### src/sv/urb_pkg.sv
// Package: shared types and constants of the UART register block.
package urb_pkg;

    typedef enum logic [1:0] {
        CMD_READ  = 2'd0,
        CMD_WRITE = 2'd1,
        CMD_RX    = 2'd2,
        CMD_TX    = 2'd3
    } t_cmd;

    localparam logic [4:0] OFF_DATA = 5'd0;
    localparam logic [4:0] OFF_IER  = 5'd1;
    localparam logic [4:0] OFF_IIR  = 5'd2;
    localparam logic [4:0] OFF_LCR  = 5'd3;
    localparam logic [4:0] OFF_LSR  = 5'd5;
    localparam logic [4:0] OFF_USR  = 5'd31;

    localparam logic [3:0] ID_NONE = 4'd1;
    localparam logic [3:0] ID_THRE = 4'd2;
    localparam logic [3:0] ID_RXD  = 4'd4;
    localparam logic [3:0] ID_LINE = 4'd6;

    // Command from the controller to the datapath for one beat.
    typedef struct packed {
        logic       go;
        t_cmd       cmd;
        logic [4:0] off;
        logic [7:0] wdata;
        logic [7:0] rxd;
        logic       pe;
        logic       fe;
    } t_dp_cmd;

    // Result of the datapath for one beat.
    typedef struct packed {
        logic [7:0] rdata;
        logic [3:0] id;
        logic       txv;
        logic [7:0] txd;
        logic [7:0] lcr;
        logic [15:0] div;
    } t_dp_res;

endpackage

### src/sv/urb_datapath.sv
// Datapath: registers, queues and read logic of the UART register block.
module urb_datapath #(
    parameter int FIFO_DEPTH = 16
) (
    input  logic              i_clk,
    input  logic              i_rst_n,
    input  urb_pkg::t_dp_cmd  i_cmd,
    output urb_pkg::t_dp_res  o_res
);
    localparam int AW = (FIFO_DEPTH > 1) ? $clog2(FIFO_DEPTH) : 1;
    localparam int CW = $clog2(FIFO_DEPTH + 1);
    localparam logic [CW-1:0] DEPTH_C = CW'(FIFO_DEPTH);
    localparam logic [CW-1:0] TRIG1 = CW'(FIFO_DEPTH / 4);
    localparam logic [CW-1:0] TRIG2 = CW'(FIFO_DEPTH / 2);
    localparam logic [CW-1:0] TRIG3 = CW'(FIFO_DEPTH - 2);

    logic [7:0] r_rxq [FIFO_DEPTH];
    logic [7:0] r_txq [FIFO_DEPTH];

    logic [CW-1:0] r_rx_cnt, n_rx_cnt, r_tx_cnt, n_tx_cnt;
    logic [AW-1:0] r_rx_head, n_rx_head, r_tx_head, n_tx_head;
    logic [2:0] r_ier, n_ier;
    logic [7:0] r_lcr, n_lcr;
    logic       r_fifo, n_fifo;
    logic [1:0] r_trig, n_trig;
    logic [7:0] r_dll, n_dll, r_dlh, n_dlh;
    logic [2:0] r_lerr, n_lerr;
    logic       r_thre, n_thre;
    logic [7:0] r_last, n_last;

    logic [7:0] rdata, txd, mask;
    logic       txv, busy, dlab;
    logic [CW-1:0] cap, trig;
    logic       rx_we, tx_we;
    logic [AW-1:0] rx_wa, tx_wa;
    logic [7:0] rx_wd;
    logic [3:0] id;

    function automatic logic [AW-1:0] wrap(input logic [AW-1:0] a, input logic [CW-1:0] b);
        logic [CW:0] s;
        s = (CW+1)'(a) + (CW+1)'(b);
        if (s >= (CW+1)'(FIFO_DEPTH)) s = s - (CW+1)'(FIFO_DEPTH);
        return s[AW-1:0];
    endfunction

    function automatic logic [3:0] calc_id(input logic [2:0] ier, input logic [2:0] lerr,
                                           input logic fifo, input logic [CW-1:0] cnt,
                                           input logic [CW-1:0] tl, input logic thre);
        if (ier[2] && lerr != 3'd0) return urb_pkg::ID_LINE;
        if (ier[0] && (fifo ? (cnt >= tl) : (cnt != '0))) return urb_pkg::ID_RXD;
        if (ier[1] && thre) return urb_pkg::ID_THRE;
        return urb_pkg::ID_NONE;
    endfunction

    always_comb begin
        case (r_trig)
            2'd0:    trig = CW'(1);
            2'd1:    trig = TRIG1;
            2'd2:    trig = TRIG2;
            default: trig = TRIG3;
        endcase
    end

    always_comb begin
        logic [3:0] cid;
        n_rx_cnt = r_rx_cnt; n_tx_cnt = r_tx_cnt;
        n_rx_head = r_rx_head; n_tx_head = r_tx_head;
        n_ier = r_ier; n_lcr = r_lcr; n_fifo = r_fifo; n_trig = r_trig;
        n_dll = r_dll; n_dlh = r_dlh; n_lerr = r_lerr; n_thre = r_thre;
        n_last = r_last;
        rdata = 8'd0; txv = 1'b0; txd = 8'd0;
        rx_we = 1'b0; tx_we = 1'b0;
        rx_wa = wrap(r_rx_head, r_rx_cnt);
        tx_wa = wrap(r_tx_head, r_tx_cnt);
        mask = 8'hFF >> (2'd3 - r_lcr[1:0]);
        rx_wd = i_cmd.rxd & mask;
        busy = (r_rx_cnt != '0) || (r_tx_cnt != '0);
        dlab = r_lcr[7];
        cap = r_fifo ? DEPTH_C : CW'(1);
        cid = calc_id(r_ier, r_lerr, r_fifo, r_rx_cnt, trig, r_thre);
        if (i_cmd.go) begin
            case (i_cmd.cmd)
                urb_pkg::CMD_READ: begin
                    case (i_cmd.off)
                        urb_pkg::OFF_DATA: begin
                            if (dlab) rdata = r_dll;
                            else if (r_rx_cnt == '0) rdata = r_last;
                            else begin
                                rdata = r_rxq[r_rx_head];
                                n_last = r_rxq[r_rx_head];
                                n_rx_head = wrap(r_rx_head, CW'(1));
                                n_rx_cnt = r_rx_cnt - CW'(1);
                            end
                        end
                        urb_pkg::OFF_IER: rdata = dlab ? r_dlh : {5'd0, r_ier};
                        urb_pkg::OFF_IIR: begin
                            if (cid == urb_pkg::ID_THRE) n_thre = 1'b0;
                            rdata = {r_fifo, r_fifo, 2'b00, cid};
                        end
                        urb_pkg::OFF_LCR: rdata = r_lcr;
                        urb_pkg::OFF_LSR: begin
                            rdata = {1'b0, r_tx_cnt == '0, r_tx_cnt == '0, 1'b0,
                                     r_lerr, r_rx_cnt != '0};
                            n_lerr = 3'd0;
                        end
                        urb_pkg::OFF_USR: rdata = {3'd0, r_rx_cnt >= cap, r_rx_cnt != '0,
                                                   r_tx_cnt == '0, r_tx_cnt < cap, busy};
                        default: rdata = 8'd0;
                    endcase
                end
                urb_pkg::CMD_WRITE: begin
                    case (i_cmd.off)
                        urb_pkg::OFF_DATA: begin
                            if (dlab) begin
                                if (!busy) n_dll = i_cmd.wdata;
                            end else if (r_tx_cnt < cap) begin
                                tx_we = 1'b1;
                                n_tx_cnt = r_tx_cnt + CW'(1);
                                n_thre = 1'b0;
                            end
                        end
                        urb_pkg::OFF_IER: begin
                            if (dlab) begin
                                if (!busy) n_dlh = i_cmd.wdata;
                            end else begin
                                n_ier = i_cmd.wdata[2:0];
                                if (!r_ier[1] && i_cmd.wdata[1] && r_tx_cnt == '0)
                                    n_thre = 1'b1;
                            end
                        end
                        urb_pkg::OFF_IIR: begin
                            if ((i_cmd.wdata[0] != r_fifo) || i_cmd.wdata[1]) begin
                                n_rx_cnt = '0; n_rx_head = '0;
                            end
                            if ((i_cmd.wdata[0] != r_fifo) || i_cmd.wdata[2]) begin
                                if (r_tx_cnt != '0) n_thre = 1'b1;
                                n_tx_cnt = '0; n_tx_head = '0;
                            end
                            n_fifo = i_cmd.wdata[0];
                            n_trig = i_cmd.wdata[7:6];
                        end
                        urb_pkg::OFF_LCR: if (!busy) n_lcr = i_cmd.wdata;
                        default: ;
                    endcase
                end
                urb_pkg::CMD_RX: begin
                    if (r_rx_cnt < cap) begin
                        rx_we = 1'b1;
                        n_rx_cnt = r_rx_cnt + CW'(1);
                        n_lerr = r_lerr | {i_cmd.fe, i_cmd.pe, 1'b0};
                    end else begin
                        n_lerr = r_lerr | 3'b001;
                    end
                end
                default: begin
                    if (r_tx_cnt != '0) begin
                        txv = 1'b1;
                        txd = r_txq[r_tx_head] & mask;
                        n_tx_head = wrap(r_tx_head, CW'(1));
                        n_tx_cnt = r_tx_cnt - CW'(1);
                        if (r_tx_cnt == CW'(1)) n_thre = 1'b1;
                    end
                end
            endcase
        end
        id = calc_id(n_ier, n_lerr, n_fifo, n_rx_cnt, trig_n(n_trig), n_thre);
    end

    function automatic logic [CW-1:0] trig_n(input logic [1:0] s);
        case (s)
            2'd0:    return CW'(1);
            2'd1:    return TRIG1;
            2'd2:    return TRIG2;
            default: return TRIG3;
        endcase
    endfunction

    always_ff @(posedge i_clk) begin
        if (rx_we) r_rxq[rx_wa] <= rx_wd;
        if (tx_we) r_txq[tx_wa] <= i_cmd.wdata;
    end

    always_ff @(posedge i_clk) begin
        if (!i_rst_n) begin
            r_rx_cnt <= '0; r_tx_cnt <= '0; r_rx_head <= '0; r_tx_head <= '0;
            r_ier <= '0; r_lcr <= '0; r_fifo <= 1'b0; r_trig <= '0;
            r_dll <= '0; r_dlh <= '0; r_lerr <= '0; r_thre <= 1'b0; r_last <= '0;
        end else begin
            r_rx_cnt <= n_rx_cnt; r_tx_cnt <= n_tx_cnt;
            r_rx_head <= n_rx_head; r_tx_head <= n_tx_head;
            r_ier <= n_ier; r_lcr <= n_lcr; r_fifo <= n_fifo; r_trig <= n_trig;
            r_dll <= n_dll; r_dlh <= n_dlh; r_lerr <= n_lerr; r_thre <= n_thre;
            r_last <= n_last;
        end
    end

    // Result of this beat, registered by the controller's output stage.
    assign o_res.rdata = rdata;
    assign o_res.id    = id;
    assign o_res.txv   = txv;
    assign o_res.txd   = txd;
    assign o_res.lcr   = n_lcr;
    assign o_res.div   = {n_dlh, n_dll};
endmodule

### src/sv/urb_ctrl.sv
// Controller: stream handshake and output register of the UART register block.
module urb_ctrl (
    input  logic              i_clk,
    input  logic              i_rst_n,
    input  logic              i_in_valid,
    output logic              o_in_ready,
    input  logic [24:0]       i_in_data,
    output urb_pkg::t_dp_cmd  o_cmd,
    input  urb_pkg::t_dp_res  i_res,
    output logic              o_out_valid,
    input  logic              i_out_ready,
    output urb_pkg::t_dp_res  o_out
);
    typedef enum logic {S_EMPTY, S_FULL} t_state;
    t_state r_state;
    logic   go;

    // A new beat enters whenever the output register is empty or drains now.
    assign o_in_ready = (r_state == S_EMPTY) || i_out_ready;
    assign go = i_in_valid && o_in_ready;

    assign o_cmd.go    = go;
    assign o_cmd.cmd   = urb_pkg::t_cmd'(i_in_data[1:0]);
    assign o_cmd.off   = i_in_data[6:2];
    assign o_cmd.wdata = i_in_data[14:7];
    assign o_cmd.rxd   = i_in_data[22:15];
    assign o_cmd.pe    = i_in_data[23];
    assign o_cmd.fe    = i_in_data[24];
    assign o_out_valid = (r_state == S_FULL);

    always_ff @(posedge i_clk) begin
        if (!i_rst_n) begin
            r_state <= S_EMPTY;
        end else begin
            case (r_state)
                S_EMPTY: if (go) r_state <= S_FULL;
                S_FULL:  if (i_out_ready && !go) r_state <= S_EMPTY;
                default: r_state <= S_EMPTY;
            endcase
        end
        if (go) o_out <= i_res;
    end
endmodule

### src/sv/uart_register_block_top.sv
// Top level of the UART register block.
// Each input beat is a bus read, a bus write, a received character or a transmit
// slot, and it yields exactly one output beat in the next cycle, carrying read data,
// the interrupt state, the transmitted character and the current line format and
// divisor. One beat is taken per clock cycle unless the output stalls: the whole
// register update is combinational in the datapath, and a single output register
// decouples the two sides, so the block keeps accepting while the output is being taken.
// Input tdata, from bit 0: command[1:0], reg_offset[4:0], write_data[7:0],
// rx_data[7:0], rx_parity_error, rx_framing_error, zero fill to 32 bits.
// Output tdata, from bit 0: read_data[7:0], irq, interrupt_id[3:0], tx_valid,
// tx_data[7:0], data_bits[3:0], parity_enable, even_parity, two_stop_bits,
// break_out, baud_divisor[15:0], zero fill to 48 bits.
module uart_register_block_top #(
    parameter int FIFO_DEPTH = 16
) (
    input  logic        i_clk,
    input  logic        i_rst_n,
    input  logic        s_axis_tvalid,
    output logic        s_axis_tready,
    input  logic [31:0] s_axis_tdata,   // command, reg_offset, write_data, rx_data, pe, fe
    output logic        m_axis_tvalid,
    input  logic        m_axis_tready,
    output logic [47:0] m_axis_tdata    // read_data, irq, id, tx_valid, tx_data, format, divisor
);
    urb_pkg::t_dp_cmd cmd;
    urb_pkg::t_dp_res res, outr;
    logic unused_in;

    assign unused_in = ^s_axis_tdata[31:25];

    urb_datapath #(.FIFO_DEPTH(FIFO_DEPTH)) u_dp (
        .i_clk(i_clk), .i_rst_n(i_rst_n), .i_cmd(cmd), .o_res(res)
    );

    urb_ctrl u_ctrl (
        .i_clk(i_clk), .i_rst_n(i_rst_n),
        .i_in_valid(s_axis_tvalid), .o_in_ready(s_axis_tready),
        .i_in_data(s_axis_tdata[24:0]), .o_cmd(cmd), .i_res(res),
        .o_out_valid(m_axis_tvalid), .i_out_ready(m_axis_tready), .o_out(outr)
    );

    // The derived line-format fields come straight from the registered LCR copy.
    assign m_axis_tdata = {unused_in & 1'b0, 1'b0, outr.div,
                           outr.lcr[6], outr.lcr[2], outr.lcr[4], outr.lcr[3],
                           4'd5 + {2'd0, outr.lcr[1:0]},
                           outr.txd, outr.txv, outr.id,
                           outr.id != urb_pkg::ID_NONE, outr.rdata};
endmodule

### config.mk
export PLATFORM = sky130hd
export DESIGN_NAME = uart_register_block_top
export DESIGN_NICKNAME = d
export VERILOG_FILES = /design/src/sv/urb_pkg.sv /design/src/sv/urb_datapath.sv /design/src/sv/urb_ctrl.sv /design/src/sv/uart_register_block_top.sv
export SDC_FILE = /design/constraint.sdc
export NUM_CORES = 1
export LEC_CHECK = 0
export ABC_AREA = 0
export BUFFER_PORTS_ARGS = -buffer_cell sky130_fd_sc_hd__buf_2
export CAP_MARGIN = 10
export CORE_MARGIN = 4
export CORE_UTILIZATION = 40
export DETAILED_ROUTE_END_ITERATION = 12
export GPL_TIMING_DRIVEN = 0
export PLACE_DENSITY = 0.53
export SETUP_SLACK_MARGIN = 0.2
export SYNTH_ARGS = -nofsm -noshare
export SYNTH_HDL_FRONTEND = slang
export SYNTH_SLANG_ARGS = --single-unit
### constraint.sdc
create_clock -name i_clk -period 5.25 [get_ports i_clk]
set_clock_uncertainty 0.1 [all_clocks]
set_input_delay 0.2625 -clock i_clk [delete_from_list [all_inputs] [get_ports i_clk]]
set_output_delay 0.2625 -clock i_clk [all_outputs]
set_load 0.005 [all_outputs]
# Word level (Yosys, flattened, before mapping)
# Memories as Yosys holds them, arrays and structs flattened. A register that Yosys moved wholly into a read port is not among the register bits.
# Index checks and enable logic that the tools add are counted.
dict set report word_totals {
  ram_bits 256
  register_bits 105
  n_memories 2
  out_inout_bits 50
}
dict set report op_classes {
  n_eq_ne 25
  shifts 1
  n_reduce_logical 36
  bitwise_logic 7
  n_addsub 14
  muxes 122
  magnitude_cmp 9
}
# memory words width read_ports rd_clocked_by_memory_dff wr line
set memory_table {}
lappend memory_table {u_dp.r_rxq 16 8 1 1 1 urb_datapath.sv:17} ;# logic [7:0] r_rxq [FIFO_DEPTH];
lappend memory_table {u_dp.r_txq 16 8 1 1 1 urb_datapath.sv:18} ;# logic [7:0] r_txq [FIFO_DEPTH];
# operator n
set op_table {}
lappend op_table {{two-way mux 8 bit} 17}
lappend op_table {{two-way mux 4 bit} 28}
lappend op_table {{two-way mux 5 bit} 12}
lappend op_table {{one-hot mux 8 bit (6 select lines)} 1}
lappend op_table {{two-way mux 1 bit} 43}
lappend op_table {{one-hot mux 4 bit (3 select lines)} 2}
lappend op_table {{two-way mux 3 bit} 7}
lappend op_table {{one-hot mux 5 bit (2 select lines)} 2}
lappend op_table {{AND 8 bit} 2}
lappend op_table {{one-hot mux 4 bit (2 select lines)} 2}
lappend op_table {{subtractor 4 x 1 -> 4 bit, second input constant} 4}
lappend op_table {{zero test 5 bit} 3}
lappend op_table {{one-hot mux 5 bit (3 select lines)} 1}
lappend op_table {{nonzero test 5 bit} 3}
lappend op_table {{AND reduction 7 bit} 2}
lappend op_table {{adder 4 x 5 -> 6 bit} 2}
lappend op_table {{greater-or-equal comparator 6 x 5 -> 1 bit, second input constant} 2}
lappend op_table {{adder 4 x 1 -> 5 bit, second input constant} 2}
lappend op_table {{adder 5 x 1 -> 5 bit, second input constant} 2}
lappend op_table {{equality test 5 x 1 -> 1 bit, second input constant} 2}
lappend op_table {{equality test 5 x 2 -> 1 bit, second input constant} 2}
lappend op_table {{greater-or-equal comparator 5 x 4 -> 1 bit} 2}
lappend op_table {{greater-or-equal comparator 5 bit, second input constant} 2}
lappend op_table {{logical AND 1 bit} 10}
lappend op_table {{other kinds (33)} 59}

# Longest topological paths before layout
dict set report depth {
  depth_word 24
  ltp_mapped 16
}

# Cells and area by module
# A second synthesis with hierarchy kept.
dict set report hier_totals {
  hier_cells 1027
  hier_area_um2 15891.5
}
# mod instances area_per_inst_um2 cells_each
set modules_own_cells {}
lappend modules_own_cells {urb_datapath 1 14226.1 943}
lappend modules_own_cells {urb_ctrl 1 1604.0 76}
lappend modules_own_cells {uart_register_block_top 1 61.3 8}

# Least setup slack after synthesis
# Ideal clock, no wire load.
dict set report synth_timing {
  kind {register to register}
  start {register u_dp.r_fifo}
  end {register u_ctrl.o_out[33] in the netlist's numbering, data pin}
  path_stages_with_launch 17
  path_buffers 1
  required_time_ps 5020
  t_arrival_ps 3252
  path_slack_ps 1768
  cell_sequence {dfxtp_1 > clkbuf_1 > inv_1 > ha_1 > or4b_1 > a211oi_1 > o21ai_0 > a32oi_1 > inv_1 > ha_1 > nand2b_1 > a21o_1 > a21oi_1 > nor2b_1 > o311ai_0 > o2111ai_1 > o21ba_1}
}
dict set report synth_via {
  elab_chain_len 19
  word_cells_on_any_way 53
  classes_between {order compare (3); eq/ne (2); mux (40); reduce/logical (8)}
}
# element line
set synth_lines {}
lappend synth_lines {{start: declaration} urb_datapath.sv:24} ;# logic r_fifo, n_fifo;
lappend synth_lines {{start signal: assignment} urb_datapath.sv:191} ;# r_ier <= n_ier; r_lcr <= n_lcr; r_fifo <= n_fifo; r_trig <= n_trig;
lappend synth_lines {{two-way mux 1 bit} urb_datapath.sv:50} ;# if (ier[0] && (fifo ? (cnt >= tl) : (cnt != '0))) return urb_pkg::ID_RXD;
lappend synth_lines {{logical AND 1 bit} urb_datapath.sv:50}
lappend synth_lines {{two-way mux 4 bit} urb_datapath.sv:50}
lappend synth_lines {{two-way mux 4 bit} urb_datapath.sv:51} ;# if (ier[1] && thre) return urb_pkg::ID_THRE;
lappend synth_lines {{two-way mux 4 bit} urb_datapath.sv:52} ;# return urb_pkg::ID_NONE;
lappend synth_lines {{two-way mux 4 bit} urb_datapath.sv:51}
lappend synth_lines {{two-way mux 4 bit} urb_datapath.sv:50}
lappend synth_lines {{equality test 4 x 2 -> 1 bit} urb_datapath.sv:97} ;# if (cid == urb_pkg::ID_THRE) n_thre = 1'b0;
lappend synth_lines {{(+2 left out)} -}
lappend synth_lines {{one-hot mux 1 bit (3 select lines)} urb_datapath.sv:82} ;# case (i_cmd.cmd)
lappend synth_lines {{two-way mux 1 bit} urb_datapath.sv:81} ;# if (i_cmd.go) begin
lappend synth_lines {{logical AND 1 bit} urb_datapath.sv:51}
lappend synth_lines {{two-way mux 1 bit (2 in series)} urb_datapath.sv:51}
lappend synth_lines {{two-way mux 1 bit} urb_datapath.sv:50}
lappend synth_lines {{two-way mux 4 bit} urb_datapath.sv:52}
lappend synth_lines {{two-way mux 4 bit} urb_datapath.sv:51}
lappend synth_lines {{two-way mux 4 bit *} urb_datapath.sv:50}
lappend synth_lines {{end signal: assignment} urb_ctrl.sv:41} ;# if (go) o_out <= i_res;
lappend synth_lines {{end: declaration} urb_ctrl.sv:12} ;# output urb_pkg::t_dp_res o_out
# Every way passes the cells marked *; elsewhere a longest branch is shown, timed or not. The select of a mux whose other input is x is not followed.
# A chain may end at the register's enable or synchronous reset.

# Worst setup path in the final report
dict set report layout_timing {
  start {register u_dp.r_rx_cnt[0]}
  end {register u_ctrl.o_out[33] in the netlist's numbering, data pin}
}
dict set report layout_via {
  elab_chain_len 20
  word_cells_on_any_way 49
  classes_between {add/sub (2); order compare (3); eq/ne (1); mux (35); reduce/logical (8)}
}
# element line
set layout_lines {}
lappend layout_lines {{start: declaration} urb_datapath.sv:20} ;# logic [CW-1:0] r_rx_cnt, n_rx_cnt, r_tx_cnt, n_tx_cnt;
lappend layout_lines {{start signal: assignment} urb_datapath.sv:189} ;# r_rx_cnt <= n_rx_cnt; r_tx_cnt <= n_tx_cnt;
lappend layout_lines {{greater-or-equal comparator 5 x 4 -> 1 bit / nonzero test 5 bit (equally long branches)} urb_datapath.sv:50}
lappend layout_lines {{two-way mux 1 bit} urb_datapath.sv:50}
lappend layout_lines {{logical AND 1 bit} urb_datapath.sv:50}
lappend layout_lines {{two-way mux 4 bit} urb_datapath.sv:50}
lappend layout_lines {{two-way mux 4 bit} urb_datapath.sv:51}
lappend layout_lines {{two-way mux 4 bit} urb_datapath.sv:52}
lappend layout_lines {{two-way mux 4 bit} urb_datapath.sv:51}
lappend layout_lines {{two-way mux 4 bit} urb_datapath.sv:50}
lappend layout_lines {{(+3 left out)} -}
lappend layout_lines {{one-hot mux 1 bit (3 select lines)} urb_datapath.sv:82}
lappend layout_lines {{two-way mux 1 bit} urb_datapath.sv:81}
lappend layout_lines {{logical AND 1 bit} urb_datapath.sv:51}
lappend layout_lines {{two-way mux 1 bit (2 in series)} urb_datapath.sv:51}
lappend layout_lines {{two-way mux 1 bit} urb_datapath.sv:50}
lappend layout_lines {{two-way mux 4 bit} urb_datapath.sv:52}
lappend layout_lines {{two-way mux 4 bit} urb_datapath.sv:51}
lappend layout_lines {{two-way mux 4 bit *} urb_datapath.sv:50}
# Marked as above.

==> metrics.yaml <==
routing:
  dr.pass1.iters: 7
  detail_route.wirelength_um: 38600
  vias: 9184
  ant_nets: 0
  drc: 0
  vias_per_cell: 5.40
  drt_iter0_markers: 801
  wl_per_cell_um: 22.7
logic_synthesis:
  synth_cells: 1022
  synth.avg_cell_area_um2: 15.6
  seq_area_frac_synth_pct: 65.0
  async_flop_share_pct: 0
  synth-edff-count: 298
  synth_ff_type: "edfxtp_1"
  syn_area_um2: 15900
  synth_cell_type_count: 75
  yosysWarnings: 0
  synth-seq-cells: 367
placed_design:
  place_ws_ns: 0.801
  dp_hpwl_um: 26600
  io_buffers: 75
  place.gp.congestion: 0.884
worst_setup_path:
  r2r-end: "u_ctrl.o_out[33]$_SDFFCE_PP0P_"
  cp-start-kind: "flip-flop"
  cp.required_ns: 5.55
  timing.rr.start: "u_dp.r_rx_cnt[0]$_SDFF_PN0_"
  path_max_fanout: 7
  reg2regPathDepth: 15
  crit_type: "flip-flop to flip-flop"
  r2r_setup_slack_ns: 0.69
  arrival_ns: 4.86
  end_kind: "flip-flop"
timing:
  period_minus_slack_ns: 4.56
  setup_viol: 0
  worst_pin_slew_ns: 1.27
  fin_ws_ns: 0.689
  fin_crit_sh_pct: 86.9
  rsz0062_at_grt: "false"
  hold_violations: 0
  hold-worst-slack_ns: 0.0318
  relSlewSlack_pct: 14.1
  max_freq_mhz: 219
  setup-tns-final_ns: 0
  finalMaxSlewViolations: 0
cts:
  htreeDepth: 2
  cts_tree: "done"
  cts_resized: 0
  cts_sinks: 367
  clk_pin_slew_ns: 0.06
  ctsRootBufferMaster: "clkbuf_16"
  cts_made_buffers: 41
  clockBufferDepth: 3
  post_cts_buffers: 0
  clk-insertion-delay-late_ns: 0.53
cells_and_area:
  layout_commonest_cell: "edfxtp_1"
  drive_gt1_share_pct: 25.7
  antenna_cells: 0
  mostFrequentLayoutCells: "edfxtp_1, mux4_2, buf_2"
  area_delta_synth_final_pct: 15.8
  fin_nets: 1219
  post-route-util_pct: 47.2
  fillers: 3422
grt:
  grt_usage_pct: 17.8
  antenna_found_initial: 0
  grt_pass1_vias: 9231
  grt_max_degree: 33
  grt_pass1_wl_um: 58400
  grt-ovfl-total: 0
job:
  maxCapViolCount: 0
run_status:
  status: "finished, final reports clean"
floorplanning:
  coreArea_um2: 39000
  fp.dieW_um: 207
  start_util_pct: 40.8
  dieArea_um2: 43000
  die_h_um: 207
  floorplan.rows: 72
  io_pins: 86
power_and_ir_drop:
  power-per-cell-area_nw_per_um2: 350
  peakVddDrop_v: 0.000185
  p_total_mw: 6.45
  p_leak_nw: 6.28
hold_path:
  hold_depth: 1
  hold_path_class: "input pin to flip-flop"
  hold_start: "s_axis_tdata[18]"
  min_to: "u_dp.r_rxq[13][3]$_DFFE_PP_"
[synthesized netlist by cell type, drive strengths merged (3+ instances only)]
cell	count	share of area (%)
nand3b	7	0.33
o211ai	4	0.22
a211oi	7	0.33
nor4b	3	0.24
or4	5	0.24
and3	4	0.16
and4b	3	0.19
a222oi	3	0.19
mux2	24	1.7
nor2b	17	0.67
nand2b	7	0.28
o21ai	20	0.63
a32oi	3	0.17
and2	40	1.6
or2	5	0.20
nor3	9	0.35
xnor2	7	0.39
edfxtp	298	56
a21oi	23	0.72
mux2i	15	0.94
inv	26	0.61
a22oi	12	0.57
nor2	77	1.8
clkbuf	31	0.73
dfxtp	69	8.7
o31ai	5	0.24
nand2	42	0.99
o21a	3	0.14
nand3	13	0.41
a31oi	9	0.35
nand4	5	0.20
nor4	6	0.33
buf	54	2.3
a21o	8	0.38
xor2	7	0.39
ha	31	2.4
mux4	80	11
[registers in the layout (all words and copies together) (netlist names), named ones only]
signal / count
u_dp.r_lerr: 3
u_ctrl.o_out_valid: 1
u_dp.r_dll: 8
u_dp.r_last: 8
u_dp.r_tx_head: 4
u_dp.r_rxq: 128
u_dp.r_thre: 1
u_dp.r_rx_head: 4
u_dp.r_lcr: 7
u_dp.r_ier: 3
u_dp.r_fifo: 1
u_dp.r_rx_cnt: 5
u_dp.r_trig: 2
u_dp.r_tx_cnt: 5
u_ctrl.o_out: 42
u_dp.r_dlh: 8
u_dp.r_txq: 128
[what timing repair did]
item | 4_1_cts | 5_1_grt
endpoints found under the hold margin | 60 | 0
hold buffers | 6 | 0
endpoints found under the setup margin | 0 | 0
[critical path: stages, from the launching register on]
cell and delay [ns]:
dfxtp_1 0.36, inv_1 0.25, ha_1 0.22, nor4b_1 1.01, o41a_1 0.26, a21oi_1 0.07
a32oi_1 0.36, inv_1 0.16, ha_1 0.29, nand2b_1 0.14, a21o_1 0.17, a21oi_1 0.14
nor2b_1 0.08, o311ai_0 0.29, o2111ai_1 0.23, o21ba_1 0.30
[per-stage QoR]
stage | instance area (um^2) | cells
floorplan | 15900 | 1024
CTS | 18400 | 1700
global placement | 16900 | 1617
detailed placement | 17000 | 1618
finish | 18400 | 1701
global route | 18400 | 1701
[power by group]
group,internal (mW),switching [mW],leakage (nW)
logic,0.143,0.200,2.30
clock network,1.81,1.12,0.689
registers,3.16,0.0144,3.29
total,5.12,1.34,6.28
[how the worst max path moves through the flow]
stage | startpoint | endpoint | slack (ns) | depth (start not counted)
2_1_floorplan | u_dp.r_fifo$_SDFF_PN0_ | u_ctrl.o_out[33]$_SDFFCE_PP0P_ | 1.77 | 16
3_3_place_gp | u_dp.r_rx_cnt[0]$_SDFF_PN0_ | u_ctrl.o_out[33]$_SDFFCE_PP0P_ | 0.73 | 15
3_5_place_dp | u_dp.r_rx_cnt[0]$_SDFF_PN0_ | u_ctrl.o_out[33]$_SDFFCE_PP0P_ | 0.80 | 15
4_1_cts | u_dp.r_rx_cnt[0]$_SDFF_PN0_ | u_ctrl.o_out[33]$_SDFFCE_PP0P_ | 0.73 | 15
5_1_grt | u_dp.r_rx_cnt[0]$_SDFF_PN0_ | u_ctrl.o_out[33]$_SDFFCE_PP0P_ | 0.37 | 15
6_report | u_dp.r_rx_cnt[0]$_SDFF_PN0_ | u_ctrl.o_out[33]$_SDFFCE_PP0P_ | 0.69 | 15
[layout make-up]
cell class	instances	area (um^2)	share of cell area (%)
flip-flops and latches	367	10300	56.1
repair buffers	83	463	2.51
plain buffers	85	484	2.63
clock inverters	20	224	1.22
well taps	518	648	3.52
inverters	28	105	0.571
multi-input cells	544	4990	27.1
clock buffers	56	1170	6.38
[metal layers]
metal | routed length, um | global-route usage (%) | up-vias
met1 | 18000 | 27.3 | 4653
met5 | 0 | 0 | -
li1 | - | - | 4195
met3 | 2500 | 2.81 | 43
met2 | 17400 | 27.1 | 293
met4 | 571 | 3.78 | 0
[cell families (layout without fill, tap and decap cells)]
family / after synthesis / after routing / synth area share, %
other: 1 / 3 / 0.0236
flip-flops: 367 / 367 / 65.0
adder cells (fa/ha/maj): 33 / 33 / 2.69
AND/OR/NAND/NOR: 253 / 253 / 8.50
buffers and inverters: 113 / 272 / 3.71
multiplexers: 119 / 119 / 14.0
AO/OA/AOI/OAI: 122 / 122 / 5.37
XOR/XNOR: 14 / 14 / 0.771
(Power assumes the default switching activity.)
